## config.mk

```make
export PLATFORM = sky130hd
export DESIGN_NAME = radial_deadzone_stick_conditioner_unit
export DESIGN_NICKNAME = d
export VERILOG_FILES = /design/src/hw/rtl/rdz_pkg.sv /design/src/hw/rtl/radial_deadzone_stick_conditioner_unit.sv /design/src/hw/rtl/rdz_div.sv
export SDC_FILE = /design/constraint.sdc
export NUM_CORES = 2
export LEC_CHECK = 0
export ABC_AREA = 1
export BUFFER_PORTS_ARGS = -buffer_cell sky130_fd_sc_hd__buf_2
export CAP_MARGIN = 10
export CORE_MARGIN = 2
export CORE_UTILIZATION = 40
export DETAILED_ROUTE_END_ITERATION = 16
export PLACE_DENSITY = 0.63
export SLEW_MARGIN = 40
export SYNTH_ARGS = -nofsm -noshare
export SYNTH_HDL_FRONTEND = slang
export SYNTH_SLANG_ARGS = --single-unit
```

## constraint.sdc

```tcl
create_clock -name clk -period 25.8 [get_ports clk]
set_input_delay 1.29 -clock clk [delete_from_list [all_inputs] [get_ports clk]]
set_output_delay 1.29 -clock clk [all_outputs]
set_load 0.05 [all_outputs]
```

## src/hw/rtl/rdz_pkg.sv

```systemverilog
// Shared constants, types and tables of the radial deadzone stick conditioner.
package rdz_pkg;

  localparam int AXIS_BITS = 16;
  localparam logic [14:0] FULL_SCALE = 15'((1 << (AXIS_BITS - 1)) - 1);
  localparam logic [14:0] DZ_RESET = 15'd8000;
  localparam logic [23:0] HALF_PI_U20 = 24'd1647099;
  localparam logic [16:0] ANGLE_MAX = 17'd25736;

  // Divider operand widths
  localparam int DIV_W = 40;
  localparam int DSR_W = 24;

  // Configuration register indexes
  localparam logic REG_DZ_LEFT = 1'b0;
  localparam logic REG_DZ_RIGHT = 1'b1;

  // Result kinds
  localparam logic [1:0] KIND_LEFT = 2'd0;
  localparam logic [1:0] KIND_RIGHT = 2'd1;
  localparam logic [1:0] KIND_TRIG = 2'd2;
  localparam logic [1:0] KIND_OTHER = 2'd3;

  // Axis slots
  localparam logic [2:0] SLOT_LX = 3'd0;
  localparam logic [2:0] SLOT_LY = 3'd1;
  localparam logic [2:0] SLOT_LT = 3'd2;
  localparam logic [2:0] SLOT_RX = 3'd3;
  localparam logic [2:0] SLOT_RY = 3'd4;
  localparam logic [2:0] SLOT_RT = 3'd5;
  localparam logic [2:0] SLOT_DPX = 3'd6;
  localparam logic [2:0] SLOT_DPY = 3'd7;

  // Request to the shared divider
  typedef struct packed {
    logic               start;
    logic [DIV_W-1:0]   dividend;
    logic [DSR_W-1:0]   divisor;
  } rdz_div_req_t;

  // CORDIC step angles, units of 2^-20 rad
  function automatic logic [19:0] atan_step(input logic [3:0] i);
    logic [19:0] a;
    case (i)
      4'd0:    a = 20'd823550;
      4'd1:    a = 20'd486170;
      4'd2:    a = 20'd256879;
      4'd3:    a = 20'd130396;
      4'd4:    a = 20'd65451;
      4'd5:    a = 20'd32757;
      4'd6:    a = 20'd16383;
      4'd7:    a = 20'd8192;
      4'd8:    a = 20'd4096;
      4'd9:    a = 20'd2048;
      4'd10:   a = 20'd1024;
      4'd11:   a = 20'd512;
      4'd12:   a = 20'd256;
      4'd13:   a = 20'd128;
      4'd14:   a = 20'd64;
      default: a = 20'd32;
    endcase
    return a;
  endfunction

endpackage

```

## src/hw/rtl/radial_deadzone_stick_conditioner_unit.sv

```systemverilog
// Top level: axis store, sequencer, multiplier, square root and CORDIC.
//
//  channel | handshake               | payload
//  in      | in_valid / in_ready     | axis_code, axis_value
//  out     | out_valid / out_ready   | update_kind, stick_*, left/right_trigger
//  cfg     | cfg_wr_en               | cfg_index, cfg_data
//
// Stick request: load, square x, square y, deadzone compare, 24 square-root steps,
// three divisions in the shared divider, a quarter-turn step, 16 CORDIC steps and
// the result write. A deadzone at full scale skips the magnitude division; inside
// the deadzone the request goes straight to the result write, as do trigger and
// DPad requests. Unmapped codes are accepted and dropped without a result.
// in_ready is high only while the sequencer is idle; a held result in the
// output register does not block the next request until it must be written.
// Synchronous reset clears axes to zero and both deadzones to 8000.
module radial_deadzone_stick_conditioner_unit
  import rdz_pkg::*;
(
  input  logic               clk,
  input  logic               rst,
  input  logic               in_valid,
  output logic               in_ready,
  input  logic [5:0]         axis_code,
  input  logic signed [15:0] axis_value,
  output logic               out_valid,
  input  logic               out_ready,
  output logic [1:0]         update_kind,
  output logic signed [15:0] stick_x,
  output logic signed [15:0] stick_y,
  output logic [15:0]        stick_magnitude,
  output logic signed [15:0] stick_angle,
  output logic signed [15:0] left_trigger,
  output logic signed [15:0] right_trigger,
  input  logic               cfg_wr_en,
  input  logic               cfg_index,
  input  logic [14:0]        cfg_data
);

  typedef enum logic [14:0] {
    S_IDLE = 15'h0001,
    S_LOAD = 15'h0002,
    S_SQX  = 15'h0004,
    S_SQY  = 15'h0008,
    S_DZ   = 15'h0010,
    S_SQRT = 15'h0020,
    S_MAG  = 15'h0040,
    S_MAGW = 15'h0080,
    S_XDIV = 15'h0100,
    S_XW   = 15'h0200,
    S_YDIV = 15'h0400,
    S_YW   = 15'h0800,
    S_ROT  = 15'h1000,
    S_CORD = 15'h2000,
    S_FIN  = 15'h4000
  } state_t;

  state_t state;

  logic [15:0] raw_axes [8];
  logic [14:0] dz_left, dz_right;

  logic [1:0]         kind;
  logic signed [15:0] px, py;
  logic [15:0]        ax, ay;
  logic [14:0]        dz;
  logic [31:0]        r2;
  logic [47:0]        sq_src;
  logic [27:0]        sq_rem;
  logic [23:0]        rq;
  logic [4:0]         sq_cnt;
  logic [15:0]        mag;
  logic signed [15:0] res_x, res_y, res_ang;
  logic signed [27:0] cx, cy;
  logic signed [23:0] cz;
  logic [3:0]         cit;

  logic               map_ok;
  logic [2:0]         slot;
  logic [1:0]         kind_in;
  logic               accept;
  logic               out_load;

  // Code decode
  always_comb begin
    map_ok = 1'b1;
    slot = SLOT_LX;
    kind_in = KIND_OTHER;
    case (axis_code) inside
      6'd0: begin slot = SLOT_LX; kind_in = KIND_LEFT; end
      6'd1: begin slot = SLOT_LY; kind_in = KIND_LEFT; end
      6'd2: begin slot = SLOT_LT; kind_in = KIND_TRIG; end
      6'd3: begin slot = SLOT_RX; kind_in = KIND_RIGHT; end
      6'd4: begin slot = SLOT_RY; kind_in = KIND_RIGHT; end
      6'd5: begin slot = SLOT_RT; kind_in = KIND_TRIG; end
      6'd16: begin slot = SLOT_DPX; kind_in = KIND_OTHER; end
      6'd17: begin slot = SLOT_DPY; kind_in = KIND_OTHER; end
      default: map_ok = 1'b0;
    endcase
  end

  assign in_ready = (state == S_IDLE);
  assign accept = in_valid && in_ready;
  assign out_load = (state == S_FIN) && (!out_valid || out_ready);

  // Shared multiplier
  logic [15:0] mul_a, mul_b;
  logic [31:0] mul_p;
  always_comb begin
    case (state)
      S_SQX:   begin mul_a = ax; mul_b = ax; end
      S_SQY:   begin mul_a = ay; mul_b = ay; end
      S_DZ:    begin mul_a = {1'b0, dz}; mul_b = {1'b0, dz}; end
      S_XDIV:  begin mul_a = ax; mul_b = mag; end
      S_YDIV:  begin mul_a = ay; mul_b = mag; end
      default: begin mul_a = '0; mul_b = '0; end
    endcase
  end
  assign mul_p = mul_a * mul_b;

  // Shared divider
  rdz_div_req_t     div_req;
  logic [DIV_W-1:0] div_q;
  logic             div_done;
  logic [14:0]      den;
  logic [23:0]      rq_off;

  assign den = FULL_SCALE - dz;
  assign rq_off = rq - {1'b0, dz, 8'b0};

  always_comb begin
    div_req.start = 1'b0;
    div_req.dividend = '0;
    div_req.divisor = rq;
    case (state)
      S_MAG: begin
        div_req.start = 1'b1;
        div_req.dividend = {1'b0, rq_off, 15'b0};
        div_req.divisor = {1'b0, den, 8'b0};
      end
      S_XDIV, S_YDIV: begin
        div_req.start = 1'b1;
        div_req.dividend = {mul_p, 8'b0};
      end
      default: ;
    endcase
  end

  rdz_div u_div (
    .clk      (clk),
    .rst      (rst),
    .req      (div_req),
    .quotient (div_q),
    .done     (div_done)
  );

  // Signed scale from quotient
  logic [15:0] q_sat_neg, q_sat_pos;
  assign q_sat_neg = (div_q > 40'd32768) ? 16'h8000 : div_q[15:0];
  assign q_sat_pos = (div_q > 40'd32767) ? 16'h7FFF : div_q[15:0];

  // Square root step
  logic [27:0] sq_sh, sq_trial, sq_diff;
  logic        sq_ge;
  assign sq_sh = {sq_rem[25:0], sq_src[47:46]};
  assign sq_trial = {2'b00, rq, 2'b01};
  assign sq_diff = sq_sh - sq_trial;
  assign sq_ge = (sq_sh >= sq_trial);

  // CORDIC step
  logic signed [27:0] xs, ys;
  logic signed [23:0] at;
  logic signed [23:0] cz_step;
  assign xs = cx >>> cit;
  assign ys = cy >>> cit;
  assign at = $signed({4'b0, atan_step(cit)});
  assign cz_step = !cy[27] ? cz + at : cz - at;

  // Angle rounding, taken from the angle after the current step
  logic signed [23:0] zr;
  always_comb begin
    zr = (cz_step + 24'sd64) >>> 7;
  end

  logic signed [27:0] xe, ye;
  assign xe = {{4{px[15]}}, px, 8'b0};
  assign ye = {{4{py[15]}}, py, 8'b0};

  // Sequencer and datapath
  always_ff @(posedge clk) begin
    if (rst) begin
      state <= S_IDLE;
      out_valid <= 1'b0;
      dz_left <= DZ_RESET;
      dz_right <= DZ_RESET;
      for (int i = 0; i < 8; i++) raw_axes[i] <= '0;
    end else begin
      if (out_load) out_valid <= 1'b1;
      else if (out_valid && out_ready) out_valid <= 1'b0;

      if (cfg_wr_en) begin
        if (cfg_index == REG_DZ_LEFT) dz_left <= cfg_data;
        else dz_right <= cfg_data;
      end

      case (state)
        S_IDLE: begin
          if (accept && map_ok) begin
            raw_axes[slot] <= axis_value;
            kind <= kind_in;
            res_x <= '0;
            res_y <= '0;
            res_ang <= '0;
            mag <= '0;
            state <= (kind_in == KIND_LEFT || kind_in == KIND_RIGHT) ? S_LOAD : S_FIN;
          end
        end
        S_LOAD: begin
          if (kind == KIND_LEFT) begin
            px <= raw_axes[SLOT_LX];
            py <= raw_axes[SLOT_LY];
            ax <= raw_axes[SLOT_LX][15] ? 16'(-raw_axes[SLOT_LX]) : raw_axes[SLOT_LX];
            ay <= raw_axes[SLOT_LY][15] ? 16'(-raw_axes[SLOT_LY]) : raw_axes[SLOT_LY];
            dz <= dz_left;
          end else begin
            px <= raw_axes[SLOT_RX];
            py <= raw_axes[SLOT_RY];
            ax <= raw_axes[SLOT_RX][15] ? 16'(-raw_axes[SLOT_RX]) : raw_axes[SLOT_RX];
            ay <= raw_axes[SLOT_RY][15] ? 16'(-raw_axes[SLOT_RY]) : raw_axes[SLOT_RY];
            dz <= dz_right;
          end
          state <= S_SQX;
        end
        S_SQX: begin
          r2 <= mul_p;
          state <= S_SQY;
        end
        S_SQY: begin
          r2 <= r2 + mul_p;
          state <= S_DZ;
        end
        S_DZ: begin
          // zero vector or inside the deadzone gives all-zero stick fields
          if (r2 == 32'd0 || r2 < mul_p) begin
            state <= S_FIN;
          end else begin
            sq_src <= {r2, 16'b0};
            sq_rem <= '0;
            rq <= '0;
            sq_cnt <= 5'd24;
            state <= S_SQRT;
          end
        end
        S_SQRT: begin
          sq_src <= {sq_src[45:0], 2'b00};
          sq_rem <= sq_ge ? sq_diff : sq_sh;
          rq <= {rq[22:0], sq_ge};
          sq_cnt <= sq_cnt - 5'd1;
          if (sq_cnt == 5'd1) begin
            if (den == 15'd0) begin
              mag <= 16'h8000;
              state <= S_XDIV;
            end else begin
              state <= S_MAG;
            end
          end
        end
        S_MAG: state <= S_MAGW;
        S_MAGW: begin
          if (div_done) begin
            mag <= (div_q > 40'd32768) ? 16'h8000 : div_q[15:0];
            state <= S_XDIV;
          end
        end
        S_XDIV: state <= S_XW;
        S_XW: begin
          if (div_done) begin
            res_x <= px[15] ? 16'(-q_sat_neg) : q_sat_pos;
            state <= S_YDIV;
          end
        end
        S_YDIV: state <= S_YW;
        S_YW: begin
          if (div_done) begin
            res_y <= py[15] ? 16'(-q_sat_neg) : q_sat_pos;
            state <= S_ROT;
          end
        end
        S_ROT: begin
          // quarter turn for the left half-plane
          if (px[15]) begin
            if (!py[15]) begin
              cx <= ye;
              cy <= -xe;
              cz <= HALF_PI_U20;
            end else begin
              cx <= -ye;
              cy <= xe;
              cz <= -HALF_PI_U20;
            end
          end else begin
            cx <= xe;
            cy <= ye;
            cz <= '0;
          end
          cit <= '0;
          state <= S_CORD;
        end
        S_CORD: begin
          if (!cy[27]) begin
            cx <= cx + ys;
            cy <= cy - xs;
          end else begin
            cx <= cx - ys;
            cy <= cy + xs;
          end
          cz <= cz_step;
          cit <= cit + 4'd1;
          // angle latched once the last step is done
          if (cit == 4'd15) begin
            if (zr > $signed({7'b0, ANGLE_MAX})) res_ang <= 16'(ANGLE_MAX);
            else if (zr < -$signed({7'b0, ANGLE_MAX})) res_ang <= -16'(ANGLE_MAX);
            else res_ang <= zr[15:0];
            state <= S_FIN;
          end
        end
        S_FIN: begin
          if (out_load) state <= S_IDLE;
        end
        default: state <= S_IDLE;
      endcase
    end
  end

  // Output register
  always_ff @(posedge clk) begin
    if (out_load) begin
      update_kind <= kind;
      stick_x <= res_x;
      stick_y <= res_y;
      stick_magnitude <= mag;
      stick_angle <= res_ang;
      left_trigger <= raw_axes[SLOT_LT];
      right_trigger <= raw_axes[SLOT_RT];
    end
  end

  a_kind_zero: assert property (@(posedge clk) disable iff (rst)
    out_valid && update_kind[1] |-> stick_x == 16'sd0 && stick_y == 16'sd0
      && stick_magnitude == 16'd0 && stick_angle == 16'sd0)
    else $error("stick fields set on non-stick result");
  a_mag_range: assert property (@(posedge clk) disable iff (rst)
    out_valid |-> stick_magnitude <= 16'd32768)
    else $error("magnitude above full scale");
  a_mag_zero: assert property (@(posedge clk) disable iff (rst)
    out_valid && stick_magnitude == 16'd0 |-> stick_x == 16'sd0 && stick_y == 16'sd0)
    else $error("nonzero axis with zero magnitude");

endmodule

```

## src/hw/rtl/rdz_div.sv

```systemverilog
// Restoring radix-2 divider, one quotient bit per cycle.
module rdz_div
  import rdz_pkg::*;
(
  input  logic               clk,
  input  logic               rst,
  input  rdz_div_req_t       req,
  output logic [DIV_W-1:0]   quotient,
  output logic               done
);

  logic [DSR_W-1:0] rem;
  logic [DIV_W-1:0] quo;
  logic [DSR_W-1:0] dsr;
  logic [5:0]       cnt;
  logic             busy;
  logic [DSR_W:0]   shifted;
  logic [DSR_W+1:0] diff;
  logic             ge;

  // Trial subtract
  assign shifted = {rem, quo[DIV_W-1]};
  assign diff = {1'b0, shifted} - {2'b00, dsr};
  assign ge = !diff[DSR_W+1];
  assign quotient = quo;

  always_ff @(posedge clk) begin
    if (rst) begin
      busy <= 1'b0;
      done <= 1'b0;
      cnt <= '0;
    end else begin
      done <= 1'b0;
      if (req.start) begin
        rem <= '0;
        quo <= req.dividend;
        dsr <= req.divisor;
        cnt <= 6'(DIV_W);
        busy <= 1'b1;
      end else if (busy) begin
        rem <= ge ? diff[DSR_W-1:0] : shifted[DSR_W-1:0];
        quo <= {quo[DIV_W-2:0], ge};
        cnt <= cnt - 6'd1;
        if (cnt == 6'd1) begin
          busy <= 1'b0;
          done <= 1'b1;
        end
      end
    end
  end

  a_start_idle: assert property (@(posedge clk) disable iff (rst) req.start |-> !busy)
    else $error("divider started while busy");
  a_done_pulse: assert property (@(posedge clk) disable iff (rst) done |=> !done)
    else $error("divider done held");
  a_done_end: assert property (@(posedge clk) disable iff (rst)
    busy && cnt == 6'd1 && !req.start |=> done)
    else $error("divider missed done");

endmodule

```

==> qor.yml <==
critical_path:
  timing.critical_path.slowest_stage_cell: "sky130_fd_sc_hd__a221oi_2"
  crit_path_start_kind: "flip-flop"
  path_max_fanout: 51
  cpPeakStageDelay_ps: 780
  endpoint_kind: "flip-flop"
  cp_data_required_time_ps: 26140
  arrival_ps: 12610
  cpMostUsedCell: "sky130_fd_sc_hd__nand2_1"
  critical_path.reg2reg.startpoint: "state[9]$_SDFFE_PP0P_"
  worst-setup-path-type: "flip-flop to flip-flop"
  crit_path_from: "state[9]$_SDFFE_PP0P_"
outcome:
  run_status: "finished, final reports clean"
worst_hold_path:
  launch_point_of_the_worst_hold_path: "raw_axes[5][11]$_SDFFCE_PN0P_"
  min_delay_worst_type: "flip-flop to flip-flop"
grt:
  number_of_antenna_violations_at_the_first_check_in_global_routing: 6
  first_global_vias: 42758
  grt.total_usage_pct: 24.2
  grt_max_degree: 99
  grt_first_pass_wirelength_um: 255000
  grt_overflow: 0
detailed_routing:
  antenna_left: 0
  drt-vias-per-instance: 5.35
  routed_wire_length_per_instance_um: 19.8
  dr.first_iter.drc_count: 4444
  drtPass1Iterations: 6
  totalWireLength_um: 168000
  drt_drc_violations_left: 0
  num_vias: 45474
floorplan:
  start_util_pct: 40.2
  rows: 134
  floorplan.die.width_um: 370
  die_height_um: 370
  io-pin-count: 143
  floorplan.die_area_sq_mm: 0.137
  core_region_area_sq_mm: 0.133
layout:
  design.final.nets: 7225
  mostFrequentLayoutCell: "sky130_fd_sc_hd__nand2_1"
  layout.filler_cells: 13278
  num_antenna_cells: 0
  flow.area_growth_from_synthesis_pct: 10.6
  final_layout_size_suffix_gt1_share_pct: 7.58
  mostFrequentLayoutCells: "1409 x sky130_fd_sc_hd__nand2_1, 952 x sky130_fd_sc_hd__inv_1, 704 x sky130_fd_sc_hd__nor2_1"
clock_tree:
  worst_setup_hold_path_clk_slew_ps: 60
  cts_buffers: 84
  clkSinkCount: 702
  postCtsResizedCells: 0
  tritoncts_clock_tree: "done"
  clock_latency_ps: 710
  ctsHtreeMaxLevel: 3
  cts_hold_buf: 0
  clk_path_buf_depth: 3
  cts-root-buf: "sky130_fd_sc_hd__clkbuf_16"
  postCtsSetupRepairBufs: 0
sta:
  timing.fmax_mhz: 81.4
  slew_viol_final: 0
  final-hold-violation-count: 0
  timing.clock.skew_ps: 62.7
  unrepaired_setup_endpoints_after_global_routing: "no"
  worst_slew_margin_rel_pct: 38.9
  setup-tns-final_ps: 0
  final_worst_path_cycle_share_pct: 47.6
  clock_period_minus_final_worst_setup_slack_ps: 12280
  tightestPinTransition_ps: 907
  finalSetupViolations: 0
power:
  clock_power_share_pct: 46.8
  total_power_mw: 2.74
  worst_ir_drop_vdd_uv: 49.4
  internal_power_mw: 2.07
  power.static_leakage_nw: 26.3
  power_density_mw_per_mm2: 46.4
  comb_power_share_pct: 5.1
  p_sw_mw: 0.670
  sw_frac_of_total_pct: 24.4
  sequentialPowerShare_pct: 48.0
synth:
  synth_seq_cells: 702
  postSynthNetCount: 7125
  post_synth_num_cell_types: 76
  number_of_flops_mapped_to_enable_cells_by_yosys: 628
  synth-async-reset-ratio_pct: 0
  synth.yosys.seq_area_share_pct: 38.0
  netlist_area_sq_mm: 0.0535
  postSynthCellCount: 6554
  synthFlopType: "sky130_fd_sc_hd__edfxtp_1"
  synth.avg_cell_area_sq_um: 8.16
  synth_warnings: 0
place:
  detailed_place_hpwl_um: 131000
  globalplace.congestion: 0.964
  place.port_buffers: 142
run:
  drv.max_cap_violation_count: 0
## registers in the layout (all words and copies together) (netlist names), 20 cells and up
register	count
u_div.rem	24
raw_axes	96
u_div.dsr	24
r2	32
sq_rem	26
cx	28
sq_src	32
u_div.quotient	40
rq	24
cy	28
at	20
cz	24
## critical path, delay by kind of cell (launching register included)
family,cells,cell delay [ps]
xor+xnor,1,300
fa+ha+maj,8,3780
simple gates,17,3020
flops,1,350
buf+inv,10,2690
compound gates,6,1650
## area by class of cell
cell class | count | area [sq um] | share of cell area, %
clock buffers | 104 | 2270 | 3.84
inverters | 1002 | 3770 | 6.37
repair buffers | 200 | 1210 | 2.04
flip-flops and latches | 702 | 20300 | 34.4
well taps | 1768 | 2210 | 3.74
clock inverters | 53 | 734 | 1.24
multi-input cells | 4664 | 28600 | 48.4
## power by group through the flow
stage	clock, mW	combinational, mW	sequential, mW
after floorplan	0	0.0640	1.35
after global placement	0	0.139	1.34
after detailed placement	0	0.141	1.34
after CTS	1.31	0.142	1.32
after global routing	1.35	0.152	1.32
final	1.28	0.141	1.32
## cell usage after synthesis (all sizes together), types with 2 or more instances
master   number  area (sq um)
o31ai        23           178
o2111ai       2          17.5
a21boi       13          97.6
nand3       232          1240
ha          328          4100
edfxtp      628         18900
and3          2          12.5
nand2      1436          5460
a211oi       17           133
fa          200          4000
o221ai       23           201
buf          72           428
inv         986          3710
nand4        76           475
nor3         97           532
o21ai       534          2700
o211ai       30           225
o21a         33           248
or4           2          15.0
nor4         36           255
clkinv       16          60.1
nor2        736          2860
nand3b        6          45.0
dfxtp        74          1480
a31o          4          35.0
o41ai         3          26.3
a22o          5          43.8
o22ai        30           194
mux2i        23           230
o21bai       27           203
a21o         12          90.1
a31oi        26           163
a22oi        19           143
clkbuf      114           428
a221oi       14           154
a32o          3          30.0
a2bb2oi       2          17.5
nor3b         3          22.5
a21oi       385          1960
xor2        161          1410
or2          23           146
xnor2        89           780
## cells by family (layout without fill, tap and decap cells)
group | count (synthesis) | count (layout) | synth area share [%]
AND/OR/NAND/NOR | 2653 | 2653 | 20.7
AO/OA/AOI/OAI | 1210 | 1210 | 12.9
buffers and inverters | 1188 | 1359 | 8.64
flip-flops | 702 | 702 | 38.0
adder cells (fa/ha/maj) | 528 | 528 | 15.2
XOR/XNOR | 250 | 250 | 4.09
multiplexers | 23 | 23 | 0.431
## through the flow
| step | worst slack (ps) | cell area (sq um) | util [%] | cells | hold WS [ps] |
|---|---|---|---|---|---|
| 6_report | 13520 | 59200 | 44.4 | 8493 | 388 |
| 5_1_grt | 12860 | 59200 | 44.4 | 8493 | 417 |
| 4_1_cts | 13360 | 59100 | 44.4 | 8491 | 405 |
| 3_5_place_dp | 13400 | 56100 | 42.1 | 8334 | 405 |
| 3_3_place_gp | 13740 | 56000 | 42.1 | 8331 | 401 |
| 2_1_floorplan | 10800 | 53500 | - | 6554 | 400 |
## final timing paths
| kind | cells past startpoint | slack (ps) | end |
|---|---|---|---|
| setup reg to reg | 42 | 13520 | sq_rem[22]$_SDFFCE_PP0P_ |
| hold / removal | 0 | 390 | right_trigger[11]$_DFFE_PP_ |
| setup / recovery | 42 | 13520 | sq_rem[22]$_SDFFCE_PP0P_ |
| hold reg to reg | 0 | 390 | right_trigger[11]$_DFFE_PP_ |
## routing by layer
layer	up-vias	GRT usage (%)	routed length, um
met5	-	0	11
met4	2	7.14	5300
met3	265	2.95	11000
met2	1612	38.0	75300
met1	21684	34.8	76600
li1	21911	-	-
(Power assumes the default switching activity.)
